File: config.mk
export PLATFORM = sky130hd
export DESIGN_NAME = wrm_ctrl
export DESIGN_NICKNAME = d
export VERILOG_FILES = /design/src/design/wrm_pkg.sv /design/src/design/wrm_ctrl.sv
export SDC_FILE = /design/constraint.sdc
export NUM_CORES = 1
export LEC_CHECK = 0
export BUFFER_PORTS_ARGS = -buffer_cell sky130_fd_sc_hd__buf_2
export CORE_AREA = 2 2 39 41
export CTS_BUF_LIST = sky130_fd_sc_hd__clkbuf_8
export DETAILED_ROUTE_END_ITERATION = 8
export DIE_AREA = 0 0 41 43
export PLACE_DENSITY = 0.68
export SYNTH_ARGS = -nofsm -noshare
export SYNTH_HDL_FRONTEND = slang
export SYNTH_SLANG_ARGS = --single-unit
File: constraint.sdc
create_clock -name clk_i -period 2.6 [get_ports clk_i]
set_input_delay 0.26 -clock clk_i [delete_from_list [all_inputs] [get_ports clk_i]]
set_output_delay 0.26 -clock clk_i [all_outputs]
set_load 0.01 [all_outputs]
File: src/design/wrm_pkg.sv
// package for the weighted random multiset: field widths, codes,
// controller/datapath command and status structs; no dependencies
package wrm_pkg;

  localparam int DEFAULT_CAPACITY = 256;
  localparam int VALUE_W          = 32;
  localparam int RND_W            = 32;
  localparam int MODE_W           = 2;
  localparam int STATUS_W         = 2;

  localparam logic [MODE_W-1:0] MODE_INSERT = 2'd0;
  localparam logic [MODE_W-1:0] MODE_REMOVE = 2'd1;
  localparam logic [MODE_W-1:0] MODE_SAMPLE = 2'd2;

  localparam logic [STATUS_W-1:0] STATUS_DONE  = 2'd0;
  localparam logic [STATUS_W-1:0] STATUS_FULL  = 2'd1;
  localparam logic [STATUS_W-1:0] STATUS_EMPTY = 2'd2;

  typedef enum logic [3:0] {
    ST_IDLE,
    ST_DECODE,
    ST_SCAN,
    ST_WRITE_INS,
    ST_READ_LAST,
    ST_MOVE,
    ST_MOD,
    ST_READ_SAMP,
    ST_RESULT
  } state_e;

  typedef enum logic [2:0] {
    RES_ZERO,
    RES_FULL,
    RES_EMPTY,
    RES_INSERT,
    RES_REMOVE,
    RES_SAMPLE
  } res_sel_e;

  typedef struct packed {
    logic     load;
    logic     scan_start;
    logic     scan_step;
    logic     wr_ins;
    logic     rd_last;
    logic     wr_move;
    logic     mod_start;
    logic     mod_step;
    logic     rd_samp;
    logic     out_load;
    res_sel_e res_sel;
  } cmd_t;

  typedef struct packed {
    logic [MODE_W-1:0] mode;
    logic              full;
    logic              empty;
    logic              scan_done;
    logic              mod_done;
    logic              found;
    logic              out_free;
  } sts_t;

endpackage

File: src/design/wrm_ctrl.sv
// controller state machine for the weighted random multiset
// depends on wrm_pkg (state, command and status types)
module wrm_ctrl import wrm_pkg::*; (
  input  logic clk_i,
  input  logic rst_ni,
  input  logic in_valid_i,
  output logic in_stall_o,
  input  sts_t sts_i,
  output cmd_t cmd_o
);

  state_e   state_q, state_d;
  res_sel_e res_q, res_d;

  always_ff @(posedge clk_i or negedge rst_ni) begin
    if (!rst_ni) begin
      state_q <= ST_IDLE;
      res_q   <= RES_ZERO;
    end else begin
      state_q <= state_d;
      res_q   <= res_d;
    end
  end

  always_comb begin
    state_d     = state_q;
    res_d       = res_q;
    cmd_o       = '0;
    cmd_o.res_sel = res_q;
    in_stall_o  = 1'b1;
    unique case (state_q)
      ST_IDLE: begin
        in_stall_o = 1'b0;
        if (in_valid_i) begin
          cmd_o.load = 1'b1;
          state_d    = ST_DECODE;
        end
      end
      ST_DECODE: begin
        unique case (sts_i.mode)
          MODE_INSERT: begin
            if (sts_i.full) begin
              res_d   = RES_FULL;
              state_d = ST_RESULT;
            end else begin
              res_d            = RES_INSERT;
              cmd_o.scan_start = 1'b1;
              state_d          = ST_SCAN;
            end
          end
          MODE_REMOVE: begin
            res_d            = RES_REMOVE;
            cmd_o.scan_start = 1'b1;
            state_d          = ST_SCAN;
          end
          MODE_SAMPLE: begin
            if (sts_i.empty) begin
              res_d   = RES_EMPTY;
              state_d = ST_RESULT;
            end else begin
              res_d           = RES_SAMPLE;
              cmd_o.mod_start = 1'b1;
              state_d         = ST_MOD;
            end
          end
          default: begin
            res_d   = RES_ZERO;
            state_d = ST_RESULT;
          end
        endcase
      end
      ST_SCAN: begin
        if (sts_i.scan_done) begin
          if (res_q == RES_INSERT) begin
            state_d = ST_WRITE_INS;
          end else if (sts_i.found) begin
            state_d = ST_READ_LAST;
          end else begin
            state_d = ST_RESULT;
          end
        end else begin
          cmd_o.scan_step = 1'b1;
        end
      end
      ST_WRITE_INS: begin
        cmd_o.wr_ins = 1'b1;
        state_d      = ST_RESULT;
      end
      ST_READ_LAST: begin
        cmd_o.rd_last = 1'b1;
        state_d       = ST_MOVE;
      end
      ST_MOVE: begin
        cmd_o.wr_move = 1'b1;
        state_d       = ST_RESULT;
      end
      ST_MOD: begin
        if (sts_i.mod_done) begin
          state_d = ST_READ_SAMP;
        end else begin
          cmd_o.mod_step = 1'b1;
        end
      end
      ST_READ_SAMP: begin
        cmd_o.rd_samp = 1'b1;
        state_d       = ST_RESULT;
      end
      ST_RESULT: begin
        if (sts_i.out_free) begin
          cmd_o.out_load = 1'b1;
          state_d        = ST_IDLE;
        end
      end
      default: state_d = ST_IDLE;
    endcase
  end

endmodule

-- After elaboration in Yosys (flattened, before gate mapping)
Index checks and enable logic that the tools add are counted.
- word-level logic and storage cells: 53
- output and inout port bits: 14
- register bits after elaboration: 7
- input port bits: 11
- reductions and logical operators: 4
- mux-type cells: 32
- eq/ne operators: 15
- operator list (operator ; number):
    $mux W4 ; 8
    $pmux W4 S7 ; 1
    $mux W1 ; 18
    $eq A4 B3 Y1 const B ; 4
    $pmux W4 S3 ; 1
    $pmux W3 S3 ; 1
    $eq A4 B2 Y1 const B ; 2
    $ne A2 B2 Y1 const B ; 4
    $eq A4 B1 Y1 const B ; 1
    $eq A4 B4 Y1 const B ; 1
    $logic_not A4 Y1 ; 1
    $reduce_and A4 Y1 ; 1
    $eq A3 B2 Y1 const B ; 1
    $mux W3 ; 1
    $reduce_or A3 Y1 ; 1
    $eq A2 B1 Y1 const B ; 1
    $eq A2 B2 Y1 const B ; 1
    $logic_not A2 Y1 ; 1
    $mux W2 ; 1
    $pmux W1 S2 ; 1

-- Longest topological paths before layout
Gate-level depths: netlist of run 1.
- depth after elaboration: 4
- gate-level depth with buffers: 5
- gate-level depth less buffers: 4

-- Least setup slack after synthesis of run 1
Ideal clock, no wire load.
- path type: register -> output
- start point: reg state_q[2]
- end point: out cmd_o[11] (netlist name)
- cell stages (with the launch flop): 5
- slack: 1144 ps
- path buffers: 1
- arrival: 1196 ps
- required time: 2340 ps
- cells stage by stage: dfrtp_1 -> buf_4 -> nor2_1 -> nand3b_1 -> nor3_1
- RTL lines (element ; RTL line ; RTL):
    start: declaration ; wrm_ctrl.sv:12 ; state_e state_q, state_d;
    start signal: assignment ; wrm_ctrl.sv:20 ; state_q <= state_d;
    end: declaration ; wrm_ctrl.sv:9 ; output cmd_t cmd_o

==> results of run 1 <==
[cells in the final DEF (no fill, tap or decap), drive strengths merged, types with 2 or more instances in the layout]
| cell type | n |
|---|---|
| clkbuf | 3 |
| nor3 | 4 |
| dfrtp | 7 |
| nor2b | 3 |
| a21oi | 2 |
| buf | 24 |
| a21o | 2 |
| nor3b | 2 |
| o21ai | 2 |
| nand2 | 5 |
| nand2b | 5 |
| a211oi | 2 |
| nor2 | 10 |
| nand3b | 2 |
[state kept, by name, summed over array words and instances, names as in the netlist]
register  flops
state_q       4
res_q         3
[metal layers]
metal	wire, µm	global-route usage [%]
met4	0	10.0
met1	554	21.1
met5	0	0
met3	74	3.14
met2	567	21.9
[stage by stage]
stage | setup slack (ns) | instances | power (mW) | util (%)
after floorplan | 1.14 | 63 | 0.453 | -
after global placement | 0.992 | 99 | 0.546 | 45.2
after detailed placement | 1.03 | 99 | 0.545 | 45.2
after CTS | 0.785 | 104 | 0.705 | 49.3
after global routing | 0.647 | 104 | 0.757 | 49.3
final | 0.778 | 104 | 0.698 | 49.3
[power groups by stage]
stage	sequential (mW)	combinational [mW]	clock, mW
after floorplan	0.182	0.271	0
after global placement	0.226	0.320	0
after detailed placement	0.229	0.316	0
after CTS	0.228	0.319	0.158
after global routing	0.237	0.356	0.165
final	0.229	0.317	0.152
[cell usage after synthesis]
library cell / n
and2b_1: 1
a211o_1: 1
a21oi_1: 2
buf_2: 2
nor3_1: 3
inv_1: 1
nand2_1: 5
or3_1: 1
nor2b_1: 3
o21ai_1: 1
nor3_2: 1
a21o_1: 2
a211oi_1: 2
a31oi_1: 1
mux2i_1: 1
dfrtp_1: 7
a32oi_1: 1
o21ai_0: 1
o41ai_1: 1
clkbuf_1: 1
buf_4: 1
nor3b_1: 2
nand3_1: 1
and3_1: 1
a221o_1: 1
nand2b_1: 5
nand3b_1: 2
nor2_1: 10
or3b_1: 1
nor4b_1: 1
[final timing paths]
| kind | startpoint | endpoint | slack, ns | depth (start not counted) |
|---|---|---|---|---|
| max | state_q[2] | cmd_o[6] | 0.78 | 4 |
| min | sts_i[6] | res_q[1] | 0.28 | 2 |
| max reg2reg | state_q[1] | state_q[3] | 1.04 | 4 |
| min reg2reg | res_q[1] | res_q[1] | 0.50 | 2 |
| max in group asynchronous | rst_ni | state_q[2] | 2.04 | 2 |
| min in group asynchronous | rst_ni | state_q[0] | 0.40 | 2 |
[layout make-up]
type	count	area [µm²]
clock inverter	1	5.00
inverter	1	3.75
timing repair buffer	25	130
sequential	7	175
fill	141	702
tap	16	20.0
clock buffer	3	41.3
multi-input combinational	51	307
[cells by family after synthesis]
logic type	Yosys count	synth area share [%]
muxes	1	1.98
AOI/OAI and AO/OA	13	18.3
DFF	7	34.6
and+or+nand+nor	37	40.2
buffers and inverters	5	4.94
[critical path, delay by kind of cell (launching register included)]
kind,cells,cell delay [ns]
and+or+nand+nor,3,0.72
DFF,1,0.47
buffers and inverters,1,0.16
==> results_dict.tcl, run 1 <==
set metrics [dict create \
    grt.overflow.total 0 \
    start_kind "flop" \
    cts_resized 0 \
    ctsLongestPathBuffers 2 \
    finalClockSkew_ns 0.00430 \
    grt_usage_pct 15.7 \
    power_density_nw_per_um2 1020 \
    synthesis.area_um2 507 \
    max_freq_ghz 0.549 \
    power.leakage_nw 0.358 \
    post_route_cells_drive_above_1_share_pct 33.0 \
    crit_type "flop to output pin" \
    hold_viol_final 0 \
    die_x_um 41 \
    critPathMaxStageDelay_ns 0.47 \
    drv_slew 0 \
    grt_max_degree 12 \
    ant_nets 0 \
    end_kind "output pin" \
    cts_buffers 3 \
    drtIter0Drc 6 \
    post_cts_buffers 0 \
    synth_cells 63 \
    maxCapViolations 0 \
    final.setup.tns_ns 0 \
    fin_crit_ns 1.82 \
    drc 0 \
    first_pass_iters 4 \
    clock-root-buffer "clkbuf_8" \
    wl_um 1200 \
    portBuffers 24 \
    finalCritPeriodShare_pct 70.1 \
    grt_pass1_vias 468 \
    dieArea_um2 1760 \
    p_sw_share_pct 42.3 \
    yosysTopAreaCell "dfrtp_1" \
    nets 100 \
    synthTopCellsByArea "dfrtp_1 (35%), nor2_1 (7.4%), nand2b_1 (6.2%)" \
    avgSynthCellArea_um2 8.04 \
    fp.dieH_um 43 \
    core_region_area_um2 1380 \
    timing.hold.ws_ns 0.277 \
    num_antenna_cells 0 \
    tightest_slew_ns 0.339 \
    hpwlAfterDp_um 927 \
    ys_warn_count 0 \
    ys_seq_area_share_pct 34.6 \
    start_util_pct 36.6 \
    p_seq_share_pct 32.8 \
    status "finished, final reports clean" \
    synth-seq-cells 7 \
    finalSetupViolCount 0 \
    pin_count 25 \
    grt_pass1_wl_um 1880 \
    irDropWorstVdd_v 0.000356 \
    viasPerCell 5.26 \
    hold_class "input port to flop" \
    critPathSlowestCell "dfrtp_1" \
    clock_latency_ns 0.23 \
    combPwrFrac_pct 45.4 \
    max_slew_margin_pct 77.4 \
    cpMostUsedCell "nor2_1" \
    synth_top_cell_area_share_pct 34.6 \
    antenna_found_initial 0 \
    p_int_mw 0.403 \
    h-tree-depth 1 \
    arrival_ns 1.56 \
    rows 14 \
    clkSlewWorstSetupHoldPaths_ns 0.04 \
    vias 547 \
    cts_tree "yes" \
    clkSinkCount 7 \
    cp_max_fo 8 \
    place_congestion 0.751 \
    synthDistinctLibCells 30 \
    wire_per_inst_um 11.5 \
    syn_nets 74 \
    required_ns 2.34 \
    cts_hold_buffers 1 \
    rsz0062_at_grt "no" \
    power.share.clock_pct 21.8 \
    area_growth_pct 34.6 \
    switchingPower_mw 0.295 \
    crit_chain "nor2_1, nand3b_1, nor2_1, buf_2" \
    placed_area_um2 626 \
    final_area_um2 682 \
]
(Power assumes the default switching activity.)
==> inputs of run 2 (changes only) <==
clock period = 1.9 ns   (was 2.6 ns; I/O delays follow)
==> run 2 against run 1 <==
Effect of this change:
- count of clock-buffer cells in the layout is the same
- global-route usage is essentially flat
- core utilization shrank 0.090 points
- sequential share of layout area is essentially flat
- clock power grew 31%
- total power grew 35%
- highest routed layer unchanged
==> results_dict.tcl, run 2 (synthesized netlist as in run 1, its figures left out) <==
set metrics [dict create \
    vias 549 \
    largest_reg_flops 4 \
    required_ns 1.71 \
    clkSinkCount 7 \
    fp.dieH_um 43 \
    area_growth_pct 34.3 \
    fillCellCount 143 \
    clock_latency_ns 0.23 \
    drc 0 \
    timing.critical_path.from "state_q[1]" \
    rows 14 \
    power.leakage_nw 0.359 \
    post_route_cells_drive_above_1_share_pct 31.8 \
    place_congestion 0.735 \
    final_cell_mix "buf_2 (24), nor2_1 (10), dfrtp_1 (7), nand2b_1 (5), nand2_1 (5)" \
    dieArea_um2 1760 \
    grt_pass1_wl_um 1850 \
    grt_max_degree 12 \
    rr_startpoint "state_q[1]" \
    die_x_um 41 \
    clock-root-buffer "clkbuf_8" \
    finalClockSkew_ns 0.00379 \
    regMostFlops "state_q" \
    max_freq_ghz 0.581 \
    start_util_pct 36.6 \
    grt_pass1_vias 461 \
    antenna_found_initial 0 \
    cts_tree "yes" \
    finalCritPeriodShare_pct 90.6 \
    wl_um 1170 \
    largest_registers "state_q: 4 flops, res_q: 3 flops" \
    arrival_ns 1.53 \
    final_common_cell "buf_2" \
    grt_usage_pct 15.6 \
    power_density_nw_per_um2 1380 \
    start_kind "flop" \
    pin_count 25 \
    hold_class "input port to flop" \
    cts_resized 0 \
    tightest_slew_ns 0.359 \
    grt.overflow.total 0 \
    drtIter0Drc 8 \
    rsz0062_at_grt "no" \
    hold_viol_final 0 \
    ant_nets 0 \
    viasPerCell 5.28 \
    register_area_um2 175 \
    cts_buffers 3 \
    final_area_um2 681 \
    wire_per_inst_um 11.3 \
    core_region_area_um2 1380 \
    num_antenna_cells 0 \
    placed_area_um2 626 \
    ctsLongestPathBuffers 2 \
    irDropWorstVdd_v 0.000890 \
    nets 100 \
    cp_max_fo 11 \
    maxCapViolations 0 \
    end_kind "output pin" \
    portBuffers 24 \
    first_pass_iters 4 \
    min_from "sts_i[6]" \
    drv_slew 0 \
    finalSetupViolCount 0 \
    multi_input_area_um2 307 \
    status "finished, final reports clean" \
    max_slew_margin_pct 76.0 \
    crit_type "flop to output pin" \
    h-tree-depth 1 \
    final.setup.tns_ns 0 \
    fin_crit_ns 1.72 \
    clkSlewWorstSetupHoldPaths_ns 0.04 \
]
run 2: where the power goes:
| group | switching [mW] | internal, mW | total [mW] | leakage (nW) |
|---|---|---|---|---|
| Sequential | 0.106 | 0.209 | 0.315 | 0.0912 |
| Combinational | 0.227 | 0.201 | 0.428 | 0.241 |
| Clock | 0.0597 | 0.139 | 0.199 | 0.0269 |
run 2: final timing paths:
path                       depth (start not counted)    endpoint  slack (ns)
setup / recovery                                   3    cmd_o[5]        0.18
hold / removal                                     2    res_q[1]        0.23
setup reg to reg                                   4  state_q[3]        0.27
hold reg to reg                                    1    res_q[2]        0.51
max in group asynchronous                          2    res_q[0]        1.42
min in group asynchronous                          2  state_q[2]        0.33
run 2: cell type report:
class,count,share of cell area [%]
clock buffers,3,6.07
flip-flops and latches,7,25.7
clock inverters,1,0.551
inverters,1,0.551
multi-input cells,51,45.0
well taps,16,2.94
repair buffers,25,19.1
run 2: through the flow:
step | util (%) | hold WS [ns] | total power, mW | cells | setup slack, ns
finish | 49.2 | 0.228 | 0.942 | 104 | 0.179
global route | 49.2 | 0.234 | 1.03 | 104 | 0.0192
CTS | 49.2 | 0.225 | 0.955 | 104 | 0.170
detailed placement | 45.2 | 0.0258 | 0.749 | 99 | 0.279
global placement | 45.2 | 0.0262 | 0.743 | 99 | 0.291
floorplan | - | -0.106 | 0.619 | 63 | 0.514
run 2: layer usage:
metal / wire length (µm) / up-vias / global-route usage [%]
li1: - / 272 / -
met1: 480 / 251 / 18.9
met2: 579 / 26 / 23.8
met3: 112 / 0 / 9.42
met4: 0 / 0 / 2.00
met5: 0 / - / 0
run 2: worst max-delay path, stage by stage (launching register included):
cell     delay, ns
dfrtp_1       0.53
nor2b_1       0.32
nor3b_1       0.28
buf_2         0.18
run 2: repair_timing:
item / in CTS / in global routing
hold buffers: 1 / 0
buffers inserted: 0 / 0
endpoints found under the hold margin: 7 / 0
==> inputs of run 3 (changes only) <==
RECOVER_POWER = 50   (was unset)
==> run 3 against run 2 <==
Effect of this change:
- total power down 1.2%
- flip-flop and latch count unchanged
- non-clock buffer count unchanged
- hold slack better by 0.00064 ns
- setup slack better by 0.0018 ns
- die area unchanged
- via count up 0.18%
- cell area down 1.3%
- sequential share of layout area up 0.34 points
- core utilization down 0.63 points
- sequential power about the same
- global-route usage unchanged
- critical endpoint unchanged
- largest power group unchanged
==> results_dict.tcl, run 3 (synthesized netlist as in run 1, its figures left out) <==
set metrics [dict create \
    start_kind "flop" \
    dp_slack_ns 0.279 \
    clock_latency_ns 0.22 \
    portBuffers 24 \
    viasPerCell 5.29 \
    finalSetupViolCount 0 \
    irDropWorstVdd_v 0.000877 \
    max_slew_margin_pct 76.1 \
    finalClockSkew_ns 0.00382 \
    largest_registers "state_q: 4 flops, res_q: 3 flops" \
    nets 100 \
    reg2reg_depth 4 \
    power_density_nw_per_um2 1390 \
    dpl.cell_count 99 \
    final_util_pct 48.6 \
    finalPower_mw 0.931 \
    maxCapViolations 0 \
    grt_pass1_vias 461 \
    crit_chain "nor2b_1, nor3b_1, buf_2" \
    grt_max_degree 12 \
    fin_crit_ns 1.72 \
    rows 14 \
    place_congestion 0.735 \
    post_cts_buffers 0 \
    cts_resized 0 \
    cts_buffers 3 \
    ff2ff_setup_slack_ns 0.27 \
    hold_class "input port to flop" \
    clock-root-buffer "clkbuf_8" \
    final_cells 104 \
    clkSinkCount 7 \
    critPathSlowestCell "dfrtp_1" \
    min_to "res_q[1]" \
    ctsLongestPathBuffers 2 \
    register_area_um2 175 \
    antenna_found_initial 0 \
    rsz0062_at_grt "no" \
    h-tree-depth 1 \
    reg2reg_to "state_q[3]" \
    vias 550 \
    multi_input_area_um2 307 \
    power.leakage_nw 0.335 \
    post_route_cells_drive_above_1_share_pct 23.9 \
    die_x_um 41 \
    cts_hold_buffers 1 \
    placed_area_um2 626 \
    hold_depth 2 \
    end_kind "output pin" \
    grt_usage_pct 15.6 \
    arrival_ns 1.53 \
    final_area_um2 672 \
    drc 0 \
    cp_max_fo 11 \
    final_cell_mix "buf_2 (17), nor2_1 (10), clkbuf_1 (7), dfrtp_1 (7)" \
    wl_um 1180 \
    max_freq_ghz 0.582 \
    status "finished, final reports clean" \
    finalCritPeriodShare_pct 90.5 \
    start_util_pct 36.6 \
    cts_tree "yes" \
    rr_startpoint "state_q[1]" \
    cp_num_buf_inv 1 \
    finalWorstSetupSlack_ns 0.181 \
    critPathTopFamily "simple AND/OR/NAND/NOR gates" \
    pin_count 25 \
    area_growth_pct 32.6 \
    ant_nets 0 \
    required_ns 1.71 \
    final.setup.tns_ns 0 \
    core_region_area_um2 1380 \
    wire_per_inst_um 11.3 \
    first_pass_iters 4 \
    fillCellCount 148 \
    drtIter0Drc 9 \
    drv_slew 0 \
    critPathMaxStageDelay_ns 0.53 \
    fp.dieH_um 43 \
    largest_reg_flops 4 \
    hold_viol_final 0 \
    min_from "sts_i[6]" \
    dieArea_um2 1760 \
    crit_type "flop to output pin" \
    final_common_cell "buf_2" \
    clkSlewWorstSetupHoldPaths_ns 0.04 \
    regMostFlops "state_q" \
    grt.overflow.total 0 \
    num_antenna_cells 0 \
    tightest_slew_ns 0.359 \
    timing.hold.ws_ns 0.229 \
    grt_pass1_wl_um 1850 \
]
[run 3: how the worst max path moves through the flow]
stage | slack (ns) | startpoint | to | depth (start not counted)
after floorplan | 0.51 | state_q[2] | cmd_o[11] | 4
after global placement | 0.29 | state_q[1] | state_q[3] | 4
after detailed placement | 0.28 | state_q[1] | state_q[3] | 4
after CTS | 0.17 | state_q[2] | cmd_o[6] | 4
after global routing | 0.02 | state_q[2] | cmd_o[11] | 4
final | 0.18 | state_q[1] | cmd_o[5] | 3
[run 3: area by class of cell]
type	count	share of cell area (%)
well taps	16	2.98
multi-input cells	51	45.6
flip-flops and latches	7	26.1
inverters	1	0.559
repair buffers	25	18.1
clock buffers	3	6.15
clock inverters	1	0.559
[run 3: metal layers]
layer / share of wire, % / up-vias / routed length (µm) / track usage, %
met1: 41 / 252 / 488 / 18.9
li1: - / 273 / - / -
met5: 0 / - / 0 / 0
met2: 50 / 25 / 585 / 23.8
met3: 8.8 / 0 / 104 / 9.42
met4: 0 / 0 / 0 / 2.00
[run 3: power breakdown]
| group | internal [mW] | total, mW | switching, mW | leakage, nW |
|---|---|---|---|---|
| Combinational | 0.188 | 0.416 | 0.229 | 0.216 |
| Clock | 0.139 | 0.199 | 0.0595 | 0.0269 |
| Sequential | 0.209 | 0.316 | 0.107 | 0.0912 |
[run 3: worst register-to-register path, cell delays in order, from the launching register on]
cell     delay (ns)
dfrtp_1        0.53
nor2b_1        0.32
a221o_1        0.27
nor4b_1        0.07
or3_1          0.31
